$ cat config.mk
export PLATFORM = sky130hd
export DESIGN_NAME = plc_find
export DESIGN_NICKNAME = d
export VERILOG_FILES = /design/src/hdl/plc_pkg.sv /design/src/hdl/plc_find.sv
export SDC_FILE = /design/constraint.sdc
export NUM_CORES = 1
export LEC_CHECK = 0
export BUFFER_PORTS_ARGS = -buffer_cell sky130_fd_sc_hd__buf_2
export CAP_MARGIN = 10
export CORE_MARGIN = 5
export CORE_UTILIZATION = 50
export CTS_BUF_LIST = sky130_fd_sc_hd__clkbuf_4
export DETAILED_ROUTE_END_ITERATION = 7
export PLACE_DENSITY_LB_ADDON = 0.25
export SLEW_MARGIN = 20
export SYNTH_ARGS = -nofsm -noshare
export SYNTH_HDL_FRONTEND = slang
export SYNTH_SLANG_ARGS = --single-unit
$ cat constraint.sdc
create_clock -name clk_i -period 1.9 [get_ports clk_i]
set_input_delay 0.57 -clock clk_i [delete_from_list [all_inputs] [get_ports clk_i]]
set_output_delay 0.57 -clock clk_i [all_outputs]
set_load 0.01 [all_outputs]
$ cat src/hdl/plc_pkg.sv
// shared types and codes for the positional list engine
package plc_pkg;

  localparam int unsigned DataW = 32;

  typedef enum logic [1:0] {
    CMD_INIT   = 2'd0,
    CMD_INSERT = 2'd1,
    CMD_FIND   = 2'd2,
    CMD_DELETE = 2'd3
  } plc_cmd_e;

  typedef enum logic [1:0] {
    STAT_OK      = 2'd0,
    STAT_RANGE   = 2'd1,
    STAT_FULL    = 2'd2,
    STAT_MISSING = 2'd3
  } plc_status_e;

  typedef enum logic [1:0] {
    S_IDLE,
    S_ISOLATE,
    S_ENCODE
  } plc_state_e;

  // per-cycle move broadcast to every cell
  typedef struct packed {
    logic init;
    logic ins;
    logic del;
  } plc_ctl_t;

endpackage

$ cat src/hdl/plc_find.sv
// first-hit search: registers the hit row, isolates the lowest hit, encodes it
module plc_find #(
  parameter int unsigned CAPACITY = 64,
  parameter int unsigned PosW     = 6
) (
  input  logic                clk_i,
  input  logic                capture_i,
  input  logic                isolate_i,
  input  logic [CAPACITY-1:0] hits_i,
  output logic                found_o,
  output logic [PosW-1:0]     index_o
);
  import plc_pkg::*;

  logic [CAPACITY-1:0] hits_q;
  logic [CAPACITY-1:0] oh_q;
  logic                found_q;

  always_ff @(posedge clk_i) begin
    if (capture_i) hits_q <= hits_i;
    if (isolate_i) begin
      // lowest set bit
      oh_q    <= hits_q & (~hits_q + CAPACITY'(1));
      found_q <= |hits_q;
    end
  end

  always_comb begin
    index_o = '0;
    for (int i = 0; i < CAPACITY; i++) begin
      if (oh_q[i]) index_o = index_o | PosW'(i);
    end
  end

  assign found_o = found_q;

endmodule

After elaboration in Yosys (flattened, before gate mapping)
Index checks and enable logic that the tools add are counted.
Word-level totals
  bits of input ports: 67
  output and inout port bits: 7
  bits in registers: 129
Cells by class
  multiplexer cells: 63
  bitwise operators: 2
  add/sub/neg operators: 1
  reductions and logical operators: 1
Operators with widths (number)
  two-way mux 6 bit: 32
  two-way mux 5 bit: 16
  adder 64 x 1 -> 64 bit, second input constant: 1
  AND 64 bit: 1
  NOT 64 bit: 1
  OR reduction 64 bit: 1
  two-way mux 4 bit: 8
  two-way mux 3 bit: 4
  two-way mux 2 bit: 2
  two-way mux 1 bit: 1

Logic depth before layout (Yosys ltp)
Gate-level depths: netlist of run 1.
  depth after elaboration: 63
  depth in mapped cells: 5
  gate-level depth less buffers: 4

Worst setup path before layout of run 1
Ideal clock, no wire load.
  path type: flip-flop to flip-flop
  from: register hits_q[15]
  to: register oh_q[42], data pin
  arrival time: 1915 ps
  stages on the path, launching flop included: 6
  library setup time: 135 ps
  slack: -150 ps
  required time: 1765 ps
  buffers on the path: 1
  cells stage by stage: edfxtp_1 > or4_4 > or3_1 > buf_6 > nor4b_4 > and4b_1
Between the ends
  longest elaborated chain between the ends: 3
Ends and longest elaborated chain
  start: declaration: line plc_find.sv:15  | logic [CAPACITY-1:0] hits_q;
  start signal: assignment: line plc_find.sv:20  | if (capture_i) hits_q <= hits_i;
  NOT 64 bit: line plc_find.sv:23  | oh_q <= hits_q & (~hits_q + CAPACITY'(1));
  adder 64 x 1 -> 64 bit: line plc_find.sv:23
  AND 64 bit: line plc_find.sv:23
  end signal: assignment: line plc_find.sv:23
  end: declaration: line plc_find.sv:16  | logic [CAPACITY-1:0] oh_q;
Every way passes these cells.
A chain may end at the register's enable or synchronous reset.

Worst setup path in the final report of run 1
  from: register oh_q[63]
  to: output port index_o[1]
Between the ends
  longest elaborated chain between the ends: 1
Ends and longest elaborated chain
  two-way mux 6 bit: line plc_find.sv:31  | if (oh_q[i]) index_o = index_o | PosW'(i);
  end: declaration: line plc_find.sv:11  | output logic [PosW-1:0] index_o
Every way passes these cells.

==> results.md, run 1 <==
* Status: finished with violations
* Failing checks: design-rule violations, negative setup slack
* Syn Nets at 404
* Synth async-reset ratio at 0
* Vias in the first global route at 3,692
* Top FF cell, synth: edfxtp_1
* Final WL at 13.0 mm
* Worst-path cell chain: nor4_4 -> nand4_1 -> or4_4 -> buf_6
* DR iter-0 viols at 387
* Hold Startpoint: hits_i[61]
* CTS Buffer Depth at 2
* CTS tree: yes
* Library cells used by synthesis at 30
* Post-route setup slack at -0.877 ns
* Starting Density at 0.517
* Post-synthesis compound-gate area fraction at 0
* CTS Root Cell: clkbuf_4
* Vias after detailed routing at 3,800
* Cells after synthesis at 337
* Crit-path slowest cell: edfxtp_1
* Synth Cell Area at 5100 µm²
* Peak supply drop at 0.000431 V
* Critical Path AT at 2.21 ns
* Grt total ovfl at 0
* Worst path max stage delay at 0.48 ns
* Synth Area in Adders at 0
* Kind of critical path: flop to output port
* Share of layout cells above drive strength 1 at 0.474
* Mean area per synthesized cell at 15.1 µm²
* Minimum clock period after layout at 2.78 ns
* Max_cap viols at 0
* Cell taking the most area after synthesis: edfxtp_1
* Core Box Area at 9860 µm²
* CTS Hold Buffers Added at 0
* Met2 Usage GRT at 0.318
* PD cells at 776 nW/µm²
* Largest family of logic cells by synthesized area: simple AND/OR/NAND/NOR gates
* Crit. Startpoint: oh_q[63]
* Post-route ant nets at 0
* Critical path buffer and inverter count at 1
* # rows at 36
* Clock Sinks at 128
* Antenna violations before repair at 1
* Most common cell in the netlist: edfxtp_1
* Fin nets at 575
* Vias per Instance at 5.80
* Post-synth EDFFs at 128
* Fin Clk Skew at 0.0250 ns
* Port bufs at 73
* CP max FO at 2
* I/O pin total at 74
* Chip height at 111 µm
* Yosys reg bits at 128
* Pin count of the biggest net entering global routing at 65
* Worst hold path class: input port to flop
* GR Layer Usage met3 at 0.0742
* DRC viols at 1
* Seq/Total Area, Yosys at 0.754
* Number of failing hold endpoints at the final stage at 0
* Mux share of post-synthesis cell area at 0
* TritonCTS buffer count at 17
* WP data required at 1.33 ns
* # setup viols final at 51
* Worst-path clk slew at 0.11 ns
* All-Layer GR Usage at 0.205
* Critical Path End Type: output port
* Hpwl dp at 7.95 mm
* Main area contributors after synthesis: edfxtp_1, nor4_1, nor2_1
* Xor/xnor cell area share of the yosys netlist at 0
* Final TNS setup at -11.10 ns
* Max Slew Vio Count at 0
* Max_slew headroom at 0.732
* Syn. warnings at 0
* Routed WL per cell at 19.9 µm
* Initial DRT Pass Iterations at 8
* Placed cell count at 603
* Die width at 111 µm
* Die Area at 12,300 µm²
* Post-route insts no fill at 655
* First-pass GRT wire length at 19.1 mm
* Post-Synth Simple-Gate Area at 0.235
* Post-route clock period utilization at 1.46
* GR Layer Usage met1 at 0.262
* Synthesis-to-finish area growth at 40.2%
* Worst reg2reg startpoint: hits_q[15]
* Post-synth top cells: edfxtp_1, nor2_1, nor4_1
* Clock Latency Late Sink at 0.55 ns
* Post-synth top area share at 0.754
* Startpoint types: flop
* Gpl congestion at 0.965
* # H-tree levels at 4
* RSZ-0062 raised after global routing: true
* CP top delay family: simple AND/OR/NAND/NOR gates
* Least-Margin Pin Slew at 0.398 ns
* GR peak layer: met2
* Fmax at 360 MHz
* Leak at 2.87 nW
stage by stage:
| stage | hold WS (ns) | utilization | worst slack [ns] | area (µm²) | total power, mW |
|---|---|---|---|---|---|
| after CTS | 0.147 | 0.700 | -0.904 | 6900 | 5.55 |
| after global placement | 0.562 | 0.621 | -0.304 | 6130 | 3.73 |
| after detailed placement | 0.574 | 0.621 | -0.363 | 6130 | 3.75 |
| after global routing | 0.135 | 0.725 | -0.973 | 7150 | 5.78 |
| final | 0.191 | 0.725 | -0.877 | 7150 | 5.55 |
| after floorplan | 0.515 | - | -0.146 | 5120 | 3.48 |
flip-flops by register name, summed over array words and instances (netlist names):
signal and count:
hits_q 64, found_o 1, oh_q 63
power by group:
| part | switching [mW] | total, mW | internal, mW |
|---|---|---|---|
| Combinational | 0.185 | 0.370 | 0.185 |
| Clock | 0.967 | 1.79 | 0.826 |
| Sequential | 0.120 | 3.39 | 3.27 |
routing by layer:
metal,routed length (µm),up-vias
met2,6540,197
li1,-,1715
met1,5060,1844
met4,390,0
met3,1020,44
met5,0,-
cell usage in the layout (no fill, tap or decap), types with 8 or more instances in the layout:
cell type / netlist / layout
edfxtp_1: 128 / 128
buf_2: 1 / 70
buf_4: 0 / 65
nor2_1: 35 / 29
clkbuf_4: 0 / 21
nor4_2: 0 / 15
and3_1: 15 / 14
nor4_1: 35 / 13
buf_6: 1 / 13
nor3_1: 23 / 12
nand2_1: 12 / 12
nand4_1: 10 / 10
inv_1: 10 / 10
nor4_4: 1 / 8
nor3_4: 0 / 8
timing repair:
action                     in CTS  in global routing
pin swaps                      33                 13
resized for setup              70                 35
hold endpoints to repair        0                  0
gates cloned                    2                  0
setup endpoints to repair      47                 54
setup buffers                  12                  6
area by class of cell:
type,count,area (µm²)
tap,133,166
multi-input combinational,197,1730
antenna,1,2.50
sequential,128,3840
inverter,10,37.5
clock inverter,11,116
timing repair buffer,154,1100
fill,631,2710
clock buffer,21,158
cells by family after synthesis:
kind of cell / after synthesis
flops: 128
simple gates: 196
buf+inv: 13
worst paths after layout:
| kind | to | slack, ns | depth (start not counted) |
|---|---|---|---|
| worst max-delay path | index_o[1] | -0.88 | 4 |
| worst min-delay path | hits_q[61] | 0.19 | 1 |
| worst max register to register | oh_q[42] | -0.28 | 5 |
| worst min register to register | found_o | 0.59 | 2 |
Note: power is estimated with default switching activity, not from simulation.
==> inputs of run 2 (changes only) <==
- CORE_ASPECT_RATIO: not set -> 0.5
==> results.md, run 2 (synthesis gave the netlist of run 1 again) <==
* Status: finished with violations
* Failing checks: negative setup slack
* DRC viols at 0 (-1)
* Critical Path End Type: output port
* CP max FO at 2 (unchanged)
* Reg with most FFs: hits_q
* Fin nets at 584 (+1.6%)
* CTS Root Cell: clkbuf_4
* Synthesis-to-finish area growth at 43.5%
* Worst reg2reg startpoint: hits_q[15]
* Worst-path clk slew at 0.13 ns (+0.02 ns)
* Starting Density at 0.506 (-0.0113)
* Worst reg2reg setup slack at -0.33 ns (-0.05 ns)
* Grt total ovfl at 0 (unchanged)
* Peak supply drop at 0.000411 V (-4.6%)
* Share of layout cells above drive strength 1 at 0.501 (+0.0269)
* Overall Power at 5.57 mW (+0.32%)
* Core Box Area at 10,100 µm² (+2.2%)
* Net Sw Power at 1.43 mW (+12%)
* Fin Clk Skew at 0.0204 ns (-0.00453 ns)
* Critical Path AT at 2.11 ns (-0.10 ns)
* Hpwl dp at 9.30 mm (+17%)
* CTS Hold Buffers Added at 0 (unchanged)
* Pre-CTS setup slack at -0.391 ns (-0.0287 ns)
* Crit path to: index_o[5]
* Kind of critical path: flop to output port
* Max_slew headroom at 0.731 (-0.000980)
* # setup viols final at 52 (+2.0%)
* Final WL at 13.7 mm (+5.6%)
* Vias in the first global route at 3,867 (+4.7%)
* Sw Ratio at 0.257 (+0.0278)
* Internal power at 4.14 mW (-3.3%)
* CTS tree: yes
* Post-route ant nets at 0 (unchanged)
* I/O pin total at 74 (unchanged)
* Worst R2R End: oh_q[29]
* Vias after detailed routing at 3,745 (-1.4%)
* WP data required at 1.33 ns (about the same)
* Antenna diodes at 0 (-1)
* All-Layer GR Usage at 0.228 (+0.0228)
* Sequential Power Share at 0.608 (-0.002)
* Post-route clock period utilization at 1.41 (-0.0534)
* Routed WL per cell at 20.6 µm (+3.4%)
* Port bufs at 73 (unchanged)
* Startpoint types: flop
* Crit. Startpoint: oh_q[59]
* Initial DRT Pass Iterations at 5 (-3)
* Clock Sinks at 128 (unchanged)
* RSZ-0062 raised after global routing: true
* Number of failing hold endpoints at the final stage at 0 (unchanged)
* Cells on worst reg2reg path at 6 (+1)
* CTS Buffer Depth at 2 (unchanged)
* Post-route setup slack at -0.776 ns (+0.101 ns)
* Leak at 2.97 nW (+3.3%)
* Fmax at 374 MHz (+3.8%)
* Most frequent cells in the layout: edfxtp_1, buf_2, buf_4, nor2_1, clkbuf_4
* PD cells at 761 nW/µm² (-2.0%)
* Vias per Instance at 5.60 (-3.5%)
* Worst hold path class: input port to flop
* Max_cap viols at 0 (unchanged)
* Combinational power share at 0.073 (+0.006)
* First-pass GRT wire length at 20.9 mm (+9.1%)
* Final TNS setup at -11.47 ns (-0.370 ns)
* Least-Margin Pin Slew at 0.400 ns (+0.00146 ns)
* Clock Latency Late Sink at 0.54 ns (about the same)
* Die Area at 12,400 µm² (+1.0%)
* # H-tree levels at 4 (unchanged)
* Chip height at 81.4 µm (-27%)
* Clock share of power at 0.320 (-0.003)
* Final Util at 0.726 (+0.000796)
* TritonCTS buffer count at 17 (unchanged)
* Commonest non-fill, non-tap cell in the layout: edfxtp_1
* Gpl congestion at 0.909 (-5.8%)
* Minimum clock period after layout at 2.68 ns (-0.101 ns)
* Min Hold Slack at 0.197 ns (+0.00592 ns)
* Antenna violations before repair at 0 (-1)
* DR iter-0 viols at 264 (-32%)
* Pin count of the biggest net entering global routing at 31 (-52%)
* # rows at 26 (-28%)
* Max Slew Vio Count at 0 (unchanged)
* Max reg flops at 64 (unchanged)
* Die width at 153 µm (+38%)
==> run 2: changes by cell type in the layout (fill, tap and decap cells not counted), moves of 2 or more <==
cell      before  now
buf_12         5    8
buf_4         65   70
nor4_4         8   12
clkbuf_4      21   17
nor4b_1        3    1
nor4b_2        0    3
nor4_2        15   12
clkinv_1       3    0
inv_6          0    4
nor3_2         3    5
==> run 2: repair_timing <==
action	in CTS	in global routing
setup endpoints to repair	51	55
pin swaps	43	12
gates resized for setup	79	38
setup buffers	12	4
gates cloned	1	0
==> run 2: worst min-delay path by stage <==
stage / to / cells past startpoint / slack, ns / start
after floorplan: found_o / 2 / 0.51 / hits_q[63]
after global placement: found_o / 2 / 0.57 / hits_q[63]
after detailed placement: oh_q[7] / 1 / 0.57 / hits_q[7]
after CTS: hits_q[0] / 1 / 0.16 / hits_i[0]
after global routing: hits_q[6] / 1 / 0.15 / hits_i[6]
final: hits_q[22] / 1 / 0.20 / hits_i[22]
==> run 2: worst max-delay path: stages (launching register included) <==
cell and delay, ns:
edfxtp_1 0.42, or3_4 0.40, nor4_4 0.15, nand3_2 0.14
or3_4 0.34, buf_6 0.13
==> run 2: power by group through the flow <==
stage | Combinational (mW) | Clock, mW | Sequential [mW]
after floorplan | 0.0813 | 0 | 3.40
after global placement | 0.341 | 0 | 3.42
after detailed placement | 0.352 | 0 | 3.43
after CTS | 0.380 | 1.79 | 3.37
after global routing | 0.440 | 1.95 | 3.40
final | 0.404 | 1.78 | 3.39
==> run 2: cell type report <==
class	instances	area, µm²
Clock buffer	17	128
Clock inverter	14	134
Fill cell	677	2770
Inverter	10	37.5
Multi-Input combinational cell	197	1790
Sequential cell	128	3840
Tap cell	140	175
Timing Repair Buffer	163	1210
==> run 2: metrics by stage <==
| stage | cells | cell area [µm²] |
|---|---|---|
| after floorplan | 337 | 5120 |
| after global placement | 624 | 6270 |
| after detailed placement | 624 | 6270 |
| after CTS | 666 | 7070 |
| after global routing | 669 | 7320 |
| final | 669 | 7320 |
==> run 2: per-layer routing <==
metal / GRT usage / share of wire / vias to the layer above
li1: - / - / 1729
met1: 0.317 / 0.44 / 1820
met2: 0.357 / 0.47 / 178
met3: 0.0692 / 0.088 / 18
met4: 0.0587 / 0.0080 / 0
met5: 0 / 0 / -
