## src/hdl/plc_pkg.sv

```systemverilog
// shared types and codes for the positional list engine
package plc_pkg;

  localparam int unsigned DataW = 32;

  typedef enum logic [1:0] {
    CMD_INIT   = 2'd0,
    CMD_INSERT = 2'd1,
    CMD_FIND   = 2'd2,
    CMD_DELETE = 2'd3
  } plc_cmd_e;

  typedef enum logic [1:0] {
    STAT_OK      = 2'd0,
    STAT_RANGE   = 2'd1,
    STAT_FULL    = 2'd2,
    STAT_MISSING = 2'd3
  } plc_status_e;

  typedef enum logic [1:0] {
    S_IDLE,
    S_ISOLATE,
    S_ENCODE
  } plc_state_e;

  // per-cycle move broadcast to every cell
  typedef struct packed {
    logic init;
    logic ins;
    logic del;
  } plc_ctl_t;

endpackage

```

## src/hdl/plc_cell.sv

```systemverilog
// one list cell: holds a value, shifts with its neighbors and compares to the key
module plc_cell #(
  parameter int unsigned IDX  = 0,
  parameter int unsigned PosW = 6,
  parameter int unsigned LenW = 7
) (
  input  logic                             clk_i,
  input  plc_pkg::plc_ctl_t                ctl_i,
  input  logic [PosW-1:0]                  pos_i,
  input  logic [LenW-1:0]                  count_i,
  input  logic [plc_pkg::DataW-1:0]        value_i,
  input  logic [plc_pkg::DataW-1:0]        prev_i,
  input  logic [plc_pkg::DataW-1:0]        next_i,
  output logic [plc_pkg::DataW-1:0]        q_o,
  output logic                             hit_o
);
  import plc_pkg::*;

  localparam logic [LenW-1:0] MyIdx = LenW'(IDX);

  logic [DataW-1:0] val_q;
  logic [DataW-1:0] val_d;
  logic [LenW-1:0]  pos_x;
  logic [LenW-1:0]  slot;

  assign pos_x = LenW'(pos_i);
  assign slot  = pos_x + LenW'(1);

  always_comb begin
    val_d = val_q;
    if (ctl_i.init) begin
      if (MyIdx == '0) val_d = value_i;
    end else if (ctl_i.ins) begin
      if (MyIdx == slot) begin
        val_d = value_i;
      end else if (MyIdx > slot) begin
        val_d = prev_i;
      end
    end else if (ctl_i.del) begin
      // close the gap from the deleted slot upward
      if (MyIdx >= pos_x) val_d = next_i;
    end
  end

  always_ff @(posedge clk_i) begin
    val_q <= val_d;
  end

  assign q_o   = val_q;
  assign hit_o = (MyIdx < count_i) && (val_q == value_i);

endmodule

```

## config.mk

```make
export PLATFORM = sky130hd
export DESIGN_NAME = plc_cell
export DESIGN_NICKNAME = d
export VERILOG_FILES = /design/src/hdl/plc_pkg.sv /design/src/hdl/plc_cell.sv
export SDC_FILE = /design/constraint.sdc
export NUM_CORES = 1
export LEC_CHECK = 0
export ABC_AREA = 1
export BUFFER_PORTS_ARGS = -buffer_cell sky130_fd_sc_hd__buf_2
export CAP_MARGIN = 25
export CORE_MARGIN = 1
export CORE_UTILIZATION = 46
export DETAILED_ROUTE_END_ITERATION = 16
export PLACE_DENSITY = 0.82
export SLEW_MARGIN = 20
export SYNTH_ARGS = -nofsm -noshare
export SYNTH_HDL_FRONTEND = slang
export SYNTH_SLANG_ARGS = --single-unit
```

## constraint.sdc

```tcl
create_clock -name clk_i -period 3.7 [get_ports clk_i]
set_input_delay 0.37 -clock clk_i [delete_from_list [all_inputs] [get_ports clk_i]]
set_output_delay 0.37 -clock clk_i [all_outputs]
set_load 0.1 [all_outputs]
```

# After elaboration in Yosys (flattened, before gate mapping)
# Cells that the tools add are included.
# Widths: inputs -> output; s select.
# word_totals
register_bits	32
input_bits	113
output_inout_bits	33
wordCells	18
# op_classes
addsub	1
order_cmp	3
n_eq_ne	2
mux	6
reduce_logical	5
# op_table
cell	n
$mux 32	6
$eq 32x32->1	1
$add 6x1->7 const B	1
$gt 1x7->1 const A	1
$logic_not 7->1	1
$lt 1x7->1 const A	1
$ge 1x6->1 const A	1
$reduce_bool 3->1	2
$ne 4x1->1 const B	1
$reduce_and 3->1	1
$logic_and 1x1->1	1

# Longest topological paths before layout
# Gate-level depths: netlist of the first run.
# depth
ltp_word	6
ltp_mapped	10
mapped_depth_nobuf	9

# Worst setup path before layout of the first run
# OpenSTA, ideal clock, no wires.
# synth_timing
kind	register -> output
start	register val_q[17] (netlist: q_o[17])
end	output hit_o
arrival_time_ns	2.774
required_time_ns	3.330
path_slack_ns	0.556
stages_incl_launch_ff	9
path_buffers	0
path_cell_list	edfxtp_1 inv_1 nand2_1 o21ai_0 nor2_1 nand2_1 nor2_1 nand3_1 nor2_1
# synth_between
elab_chain_len	2
# synth_rtl
element	line	rtl
from (decl)	plc_cell.sv:21	logic [DataW-1:0] val_q;
from (signal assigned)	plc_cell.sv:46	val_q <= val_d;
$eq 32x32->1	plc_cell.sv:50	assign hit_o = (MyIdx < count_i) && (val_q == value_i);
$logic_and 1x1->1	plc_cell.sv:50	
to (decl)	plc_cell.sv:15	output logic hit_o
# Every way passes these cells.

# Worst setup path after layout of the first run
# layout_timing
start	input pos_i[0]
end	register val_q[4] (netlist: q_o[4]), enable pin
# layout_between
elab_chain_len	4
word_cells_on_any_way	7
cone_classes	add/sub (1); order compare (2); eq/ne (1); reduce/logical (3)
# layout_rtl
element	line	rtl
from (decl)	plc_cell.sv:9	input logic [PosW-1:0] pos_i,
$add 6x1->7	plc_cell.sv:27	assign slot = pos_x + LenW'(1);
$gt 1x7->1 or $logic_not 7->1 (tied branches)	plc_cell.sv:36, plc_cell.sv:34	
$ne 4x1->1 (no source line)	-	
$reduce_and 3->1 (no source line) *	-	
# Every way passes the cells marked *; elsewhere a longest branch is shown, timed or not.
# A chain may end at the register's enable or synchronous reset.

==> impl_metrics.py, run 1 <==
metrics = {
    "synth": {
        "ys_ff_latch": 32,
        "yosys.area_share.simple_pct": 25.96,
        "synth_flop_cell": "edfxtp_1",
        "netlist_area_sq_mm": 0.002733,
        "synthCells": 357,
        "synth_top_area_share_pct": 35.16,
        "synth-edff-count": 32,
        "synth_compound_area_share_pct": 19.46,
        "synth_common_cells": "67 x nand3_1, 54 x nand2_1, 41 x inv_1",
        "synthAdderAreaFrac_pct": 0.9158,
        "synth_xor_area_share_pct": 8.333,
        "muxShareOfSynthArea_pct": 0,
        "yosys.area.top_type": "edfxtp_1",
        "yosys_warnings": 0,
        "ys_types": 22,
        "yosysMostFrequentCell": "nand3_1",
        "seq_area_frac_synth_pct": 35.16,
        "avgSynthCellArea_sq_um": 7.654,
        "async_reset_ff_share_pct": 0,
        "synth_top_family_by_area": "simple AND/OR/NAND/NOR gates",
        "synthTopCellsByArea": "edfxtp_1 35%, nand3_1 12%, a22oi_1 8.8%",
        "synth_fp_nets": 472,
    },
    "clock_network": {
        "clkSinkCount": 32,
        "cts_tree": "done",
        "cts_buffer_depth": 2,
        "cts_buffers": 5,
        "hold_buffers": 0,
        "clkTransAtPathRegs_ns": 0.08,
        "postCtsResizedCells": 0,
        "clockRootBuffer": "clkbuf_8",
        "cts_setup_buffers": 0,
        "cts_max_level": 2,
    },
    "critical_path": {
        "critPathLaunchType": "primary input",
        "end_kind": "register",
        "path_max_fanout": 19,
        "worst-setup-path-type": "in -> reg",
        "crit_arrival_ns": 2.46,
        "required_ns": 3.67,
    },
    "layout": {
        "largest_reg_flops": 32,
        "final_layout_size_suffix_gt1_share_pct": 34.34,
        "nets": 609,
        "area_growth_pct": 32.05,
        "fin_cells": 567,
        "final_cell_area_sq_mm": 0.003608,
        "multi_input_area_sq_mm": 0.001506,
        "regArea_sq_um": 960.9,
        "fill_cells": 504,
        "antennaDiodeCount": 0,
    },
    "route": {
        "firstDrtPassIters": 5,
        "dr.first_iter.drc_count": 260,
        "drt_wl_total_um": 8483,
        "wl_per_cell_um": 14.96,
        "vias": 3144,
        "avgViaCountPerCell": 5.545,
        "drcViolationCount": 0,
        "antenna_left": 0,
    },
    "sta": {
        "fmax_ghz": 0.4020,
        "setup_violations": 0,
        "fin_crit_ns": 2.488,
        "hold_violations": 0,
        "max_slew_margin_pct": 52.60,
        "finalSetupTns_ns": 0,
        "rsz0062_at_grt": "no",
        "drv_slew": 0,
        "period_share_pct": 67.24,
        "tightestPinTransition_ns": 0.7110,
    },
    "place": {
        "gp_congestion": 0.8144,
        "io_buffers": 145,
        "placed_cells": 559,
        "placed_cell_area_sq_mm": 0.003497,
        "dp_hpwl_um": 6310,
    },
    "die": {
        "core_area_sq_mm": 0.005608,
        "start_util_pct": 48.73,
        "die-area_sq_mm": 0.006253,
        "die_height_um": 79.08,
        "io_pins": 146,
        "fp.dieW_um": 79.08,
        "placementRows": 27,
    },
    "grt": {
        "overflow": 0,
        "antenna_found_initial": 0,
        "grtUsageTotal_pct": 27.27,
        "grt_max_degree": 34,
        "grt_pass1_vias": 2976,
        "grt_pass1_wl_um": 13210,
    },
    "pwr": {
        "vdd_drop_max_mv": 0.2457,
        "p_total_uw": 1518,
        "p_per_area_mw_per_mm2": 420.7,
        "p_leak_uw": 0.001752,
    },
    "run_status": {
        "status": "finished clean",
    },
    "hold_path": {
        "hold_class": "in -> reg",
    },
    "run": {
        "maxCapViolations": 0,
    },
}
-- worst max-delay path, cell delays in order --
cell and delay, ns:
buf_2 0.13, ha_1 0.22, nand2_1 0.11, nor2_1 0.06, nor2_1 0.10, nand2_2 0.21, buf_4 0.28, nor2_1 0.11
nor2_1 0.07, nor2_4 0.44, buf_4 0.34
-- metrics by stage --
step	hold WS [ns]	worst slack, ns	util, %
after floorplan	0.5744	0.5559	-
after global placement	0.6680	0.9803	62.36
after detailed placement	0.6701	0.9448	62.36
after CTS	0.3745	1.231	64.35
after global routing	0.3837	1.037	64.35
final	0.3773	1.212	64.35
-- layout make-up --
class | count | area share (%)
Tap cell | 72 | 2.497
Clock inverter | 3 | 1.179
Clock buffer | 5 | 1.907
Inverter | 43 | 4.473
Multi-Input combinational cell | 260 | 41.75
Sequential cell | 32 | 26.63
Timing Repair Buffer | 152 | 21.57
-- cells in the final DEF (no fill, tap or decap) --
| master | Yosys | final |
|---|---|---|
| inv_1 | 41 | 41 |
| bufinv_16 | 0 | 1 |
| nand3_2 | 1 | 1 |
| a22oi_1 | 32 | 32 |
| buf_2 | 9 | 145 |
| or2_2 | 2 | 2 |
| buf_4 | 0 | 7 |
| nor2_2 | 0 | 2 |
| clkbuf_8 | 0 | 5 |
| clkinv_2 | 0 | 1 |
| xnor2_1 | 6 | 6 |
| nor2_1 | 26 | 23 |
| inv_2 | 2 | 2 |
| o21ai_0 | 7 | 7 |
| o31ai_1 | 1 | 1 |
| xor2_1 | 20 | 20 |
| nand2_1 | 54 | 54 |
| nand4_1 | 4 | 4 |
| ha_1 | 2 | 2 |
| clkinvlp_4 | 0 | 1 |
| o21bai_1 | 32 | 32 |
| nand3_1 | 67 | 67 |
| edfxtp_1 | 32 | 32 |
| a21oi_2 | 1 | 1 |
| nor3_1 | 4 | 4 |
| nor2_4 | 0 | 1 |
| nand2_2 | 1 | 1 |
-- final timing paths --
kind,from,to,cells after the start
worst min-delay path,next_i[22],q_o[22]$_DFFE_PP_,3
worst max-delay path,pos_i[0],q_o[4]$_DFFE_PP_,11
-- power breakdown --
group,internal [uW],switching (uW)
clock network,199,141
registers,461,32.9
logic,156,528
-- metal layers --
layer / track usage [%] / up-vias / wire, um
li1: - / 1503 / -
met1: 34.59 / 1455 / 3433
met5: 0 / - / 0
met4: 9.273 / 0 / 119
met3: 4.483 / 11 / 737
met2: 46.81 / 175 / 4192
-- cells by family after synthesis --
kind of cell,Yosys count
flip-flops,32
AO/OA/AOI/OAI,73
XOR/XNOR,26
buffers and inverters,65
adder cells (fa/ha/maj),2
AND/OR/NAND/NOR,159
No activity file was read; power rests on OpenSTA's default activity.
==> inputs of run 2 (changes only) <==
- CORE_UTILIZATION: 46 -> 41
- PLACE_DENSITY: 0.82 -> 0.77
- clock period: 3.7 -> 2.15 ns (I/O delays scaled with it)
==> run 2 against run 1 <==
Effect of this change: wire length grew 1.0%; power rose by 64%; utilization down 7.1 points; global-route usage fell by 2.5 points; clock power grew 32%; final cell count is 1.2% higher.
==> impl_metrics.py, run 2 (synthesis results as in run 1) <==
metrics = {
    "run_status": {
        "status": "finished clean",
    },
    "clock_network": {
        "hold_buffers": 0,
        "cts_buffers": 5,
        "cts_tree": "done",
        "clockRootBuffer": "clkbuf_8",
        "cts_max_level": 2,
        "postCtsResizedCells": 0,
        "cts_setup_buffers": 0,
        "cts_buffer_depth": 2,
        "clkTransAtPathRegs_ns": 0.07,
        "clkSinkCount": 32,
    },
    "hold_path": {
        "hold_class": "in -> reg",
        "min_from": "next_i[30]",
    },
    "critical_path": {
        "path_max_fanout": 32,
        "cp_top_family": "simple AND/OR/NAND/NOR gates",
        "cpMostUsedCell": "nor2_1",
        "required_ns": 2.06,
        "crit_arrival_ns": 1.95,
        "critPathLaunchType": "primary input",
        "slowest_stage": "nor2_4",
        "path_cells": "buf_2, ha_1, nand2_1, nor2_1, nor2_1, nand2_2, o21ai_0, nor2_1, nor2_4",
        "end_kind": "register",
        "startpoint": "pos_i[0]",
        "cp_num_buf_inv": 1,
        "worst-setup-path-type": "in -> reg",
        "slowest_delay_ns": 0.72,
    },
    "place": {
        "dp_hpwl_um": 6268,
        "placed_cells": 567,
        "io_buffers": 145,
        "gp_congestion": 0.8116,
    },
    "sta": {
        "tightestPinTransition_ns": 0.9351,
        "setup_violations": 0,
        "period_share_pct": 94.85,
        "drv_slew": 0,
        "max_slew_margin_pct": 37.51,
        "fin_crit_ns": 2.039,
        "rsz0062_at_grt": "no",
        "fmax_ghz": 0.4904,
        "hold_violations": 0,
    },
    "die": {
        "placementRows": 29,
        "io_pins": 146,
        "core_area_sq_mm": 0.006386,
        "start_util_pct": 42.79,
        "die_height_um": 83.64,
        "die-area_sq_mm": 0.006996,
        "fp.dieW_um": 83.64,
    },
    "grt": {
        "grt_pass1_vias": 2977,
        "grt_pass1_wl_um": 13880,
        "antenna_found_initial": 0,
        "overflow": 0,
        "grt_max_degree": 34,
        "grtUsageTotal_pct": 24.82,
    },
    "layout": {
        "final_layout_size_suffix_gt1_share_pct": 34.61,
        "area_growth_pct": 33.88,
        "mostFrequentLayoutCell": "buf_2",
        "fin_cells": 574,
        "largest_reg_flops": 32,
        "fill_cells": 631,
        "antennaDiodeCount": 0,
        "final_cell_mix": "144 x buf_2, 67 x nand3_1, 54 x nand2_1, 41 x inv_1",
        "nets": 612,
    },
    "pwr": {
        "p_leak_uw": 0.001763,
        "clock_power_share_pct": 18.1,
        "p_total_uw": 2484,
        "p_per_area_mw_per_mm2": 679.0,
        "power_frac_seq_pct": 34.4,
        "p_comb_share_pct": 47.6,
        "vdd_drop_max_mv": 0.3915,
        "switching_power_uw": 1195,
        "intPower_uw": 1289,
        "p_sw_share_pct": 48.12,
    },
    "route": {
        "vias": 3066,
        "drt_wl_total_um": 8571,
        "avgViaCountPerCell": 5.341,
        "wl_per_cell_um": 14.93,
        "antenna_left": 0,
        "firstDrtPassIters": 5,
        "drcViolationCount": 0,
        "dr.first_iter.drc_count": 155,
    },
    "run": {
        "maxCapViolations": 0,
    },
}
## run 2: layout make-up
cell class	instances	area, sq um	area share (%)
Clock buffer	6	72.57	1.984
Clock inverter	1	5.005	0.1368
Inverter	43	161.4	4.412
Multi-Input combinational cell	260	1521	41.59
Sequential cell	32	960.9	26.27
Tap cell	77	96.34	2.633
Timing Repair Buffer	155	840.8	22.98
## run 2: layer usage
| layer | global-route usage, % | vias to the layer above | wire length [um] |
|---|---|---|---|
| li1 | - | 1507 | - |
| met1 | 32.00 | 1397 | 3643 |
| met2 | 43.39 | 153 | 4197 |
| met3 | 3.956 | 9 | 660 |
| met4 | 6.009 | 0 | 70 |
| met5 | 0 | - | 0 |
## run 2: final timing paths
check | slack, ns | end | cells after the start
setup / recovery | 0.11 | q_o[21]$_DFFE_PP_ | 9
hold / removal | 0.23 | q_o[30]$_DFFE_PP_ | 3
## run 2: power by group through the flow
stage,registers (uW),logic (uW),clock network (uW)
global route,864,1240,481
finish,854,1180,449
detailed placement,866,1180,0
global placement,863,1170,0
floorplan,1470,285,0
CTS,854,1180,451
## run 2: metrics by stage
step | hold slack (ns) | setup TNS (ns) | worst slack [ns] | utilization (%) | area, sq um
2_1_floorplan | 0.4194 | -0.1094 | -0.1094 | - | 2748
4_1_cts | 0.2222 | 0 | 0.1081 | 57.29 | 3659
3_5_place_dp | 0.5170 | -5.835 | -0.1837 | 56.07 | 3581
3_3_place_gp | 0.5043 | -1.734 | -0.05549 | 56.07 | 3581
6_report | 0.2260 | 0 | 0.1107 | 57.29 | 3659
5_1_grt | 0.2304 | 0 | 0.009616 | 57.29 | 3659
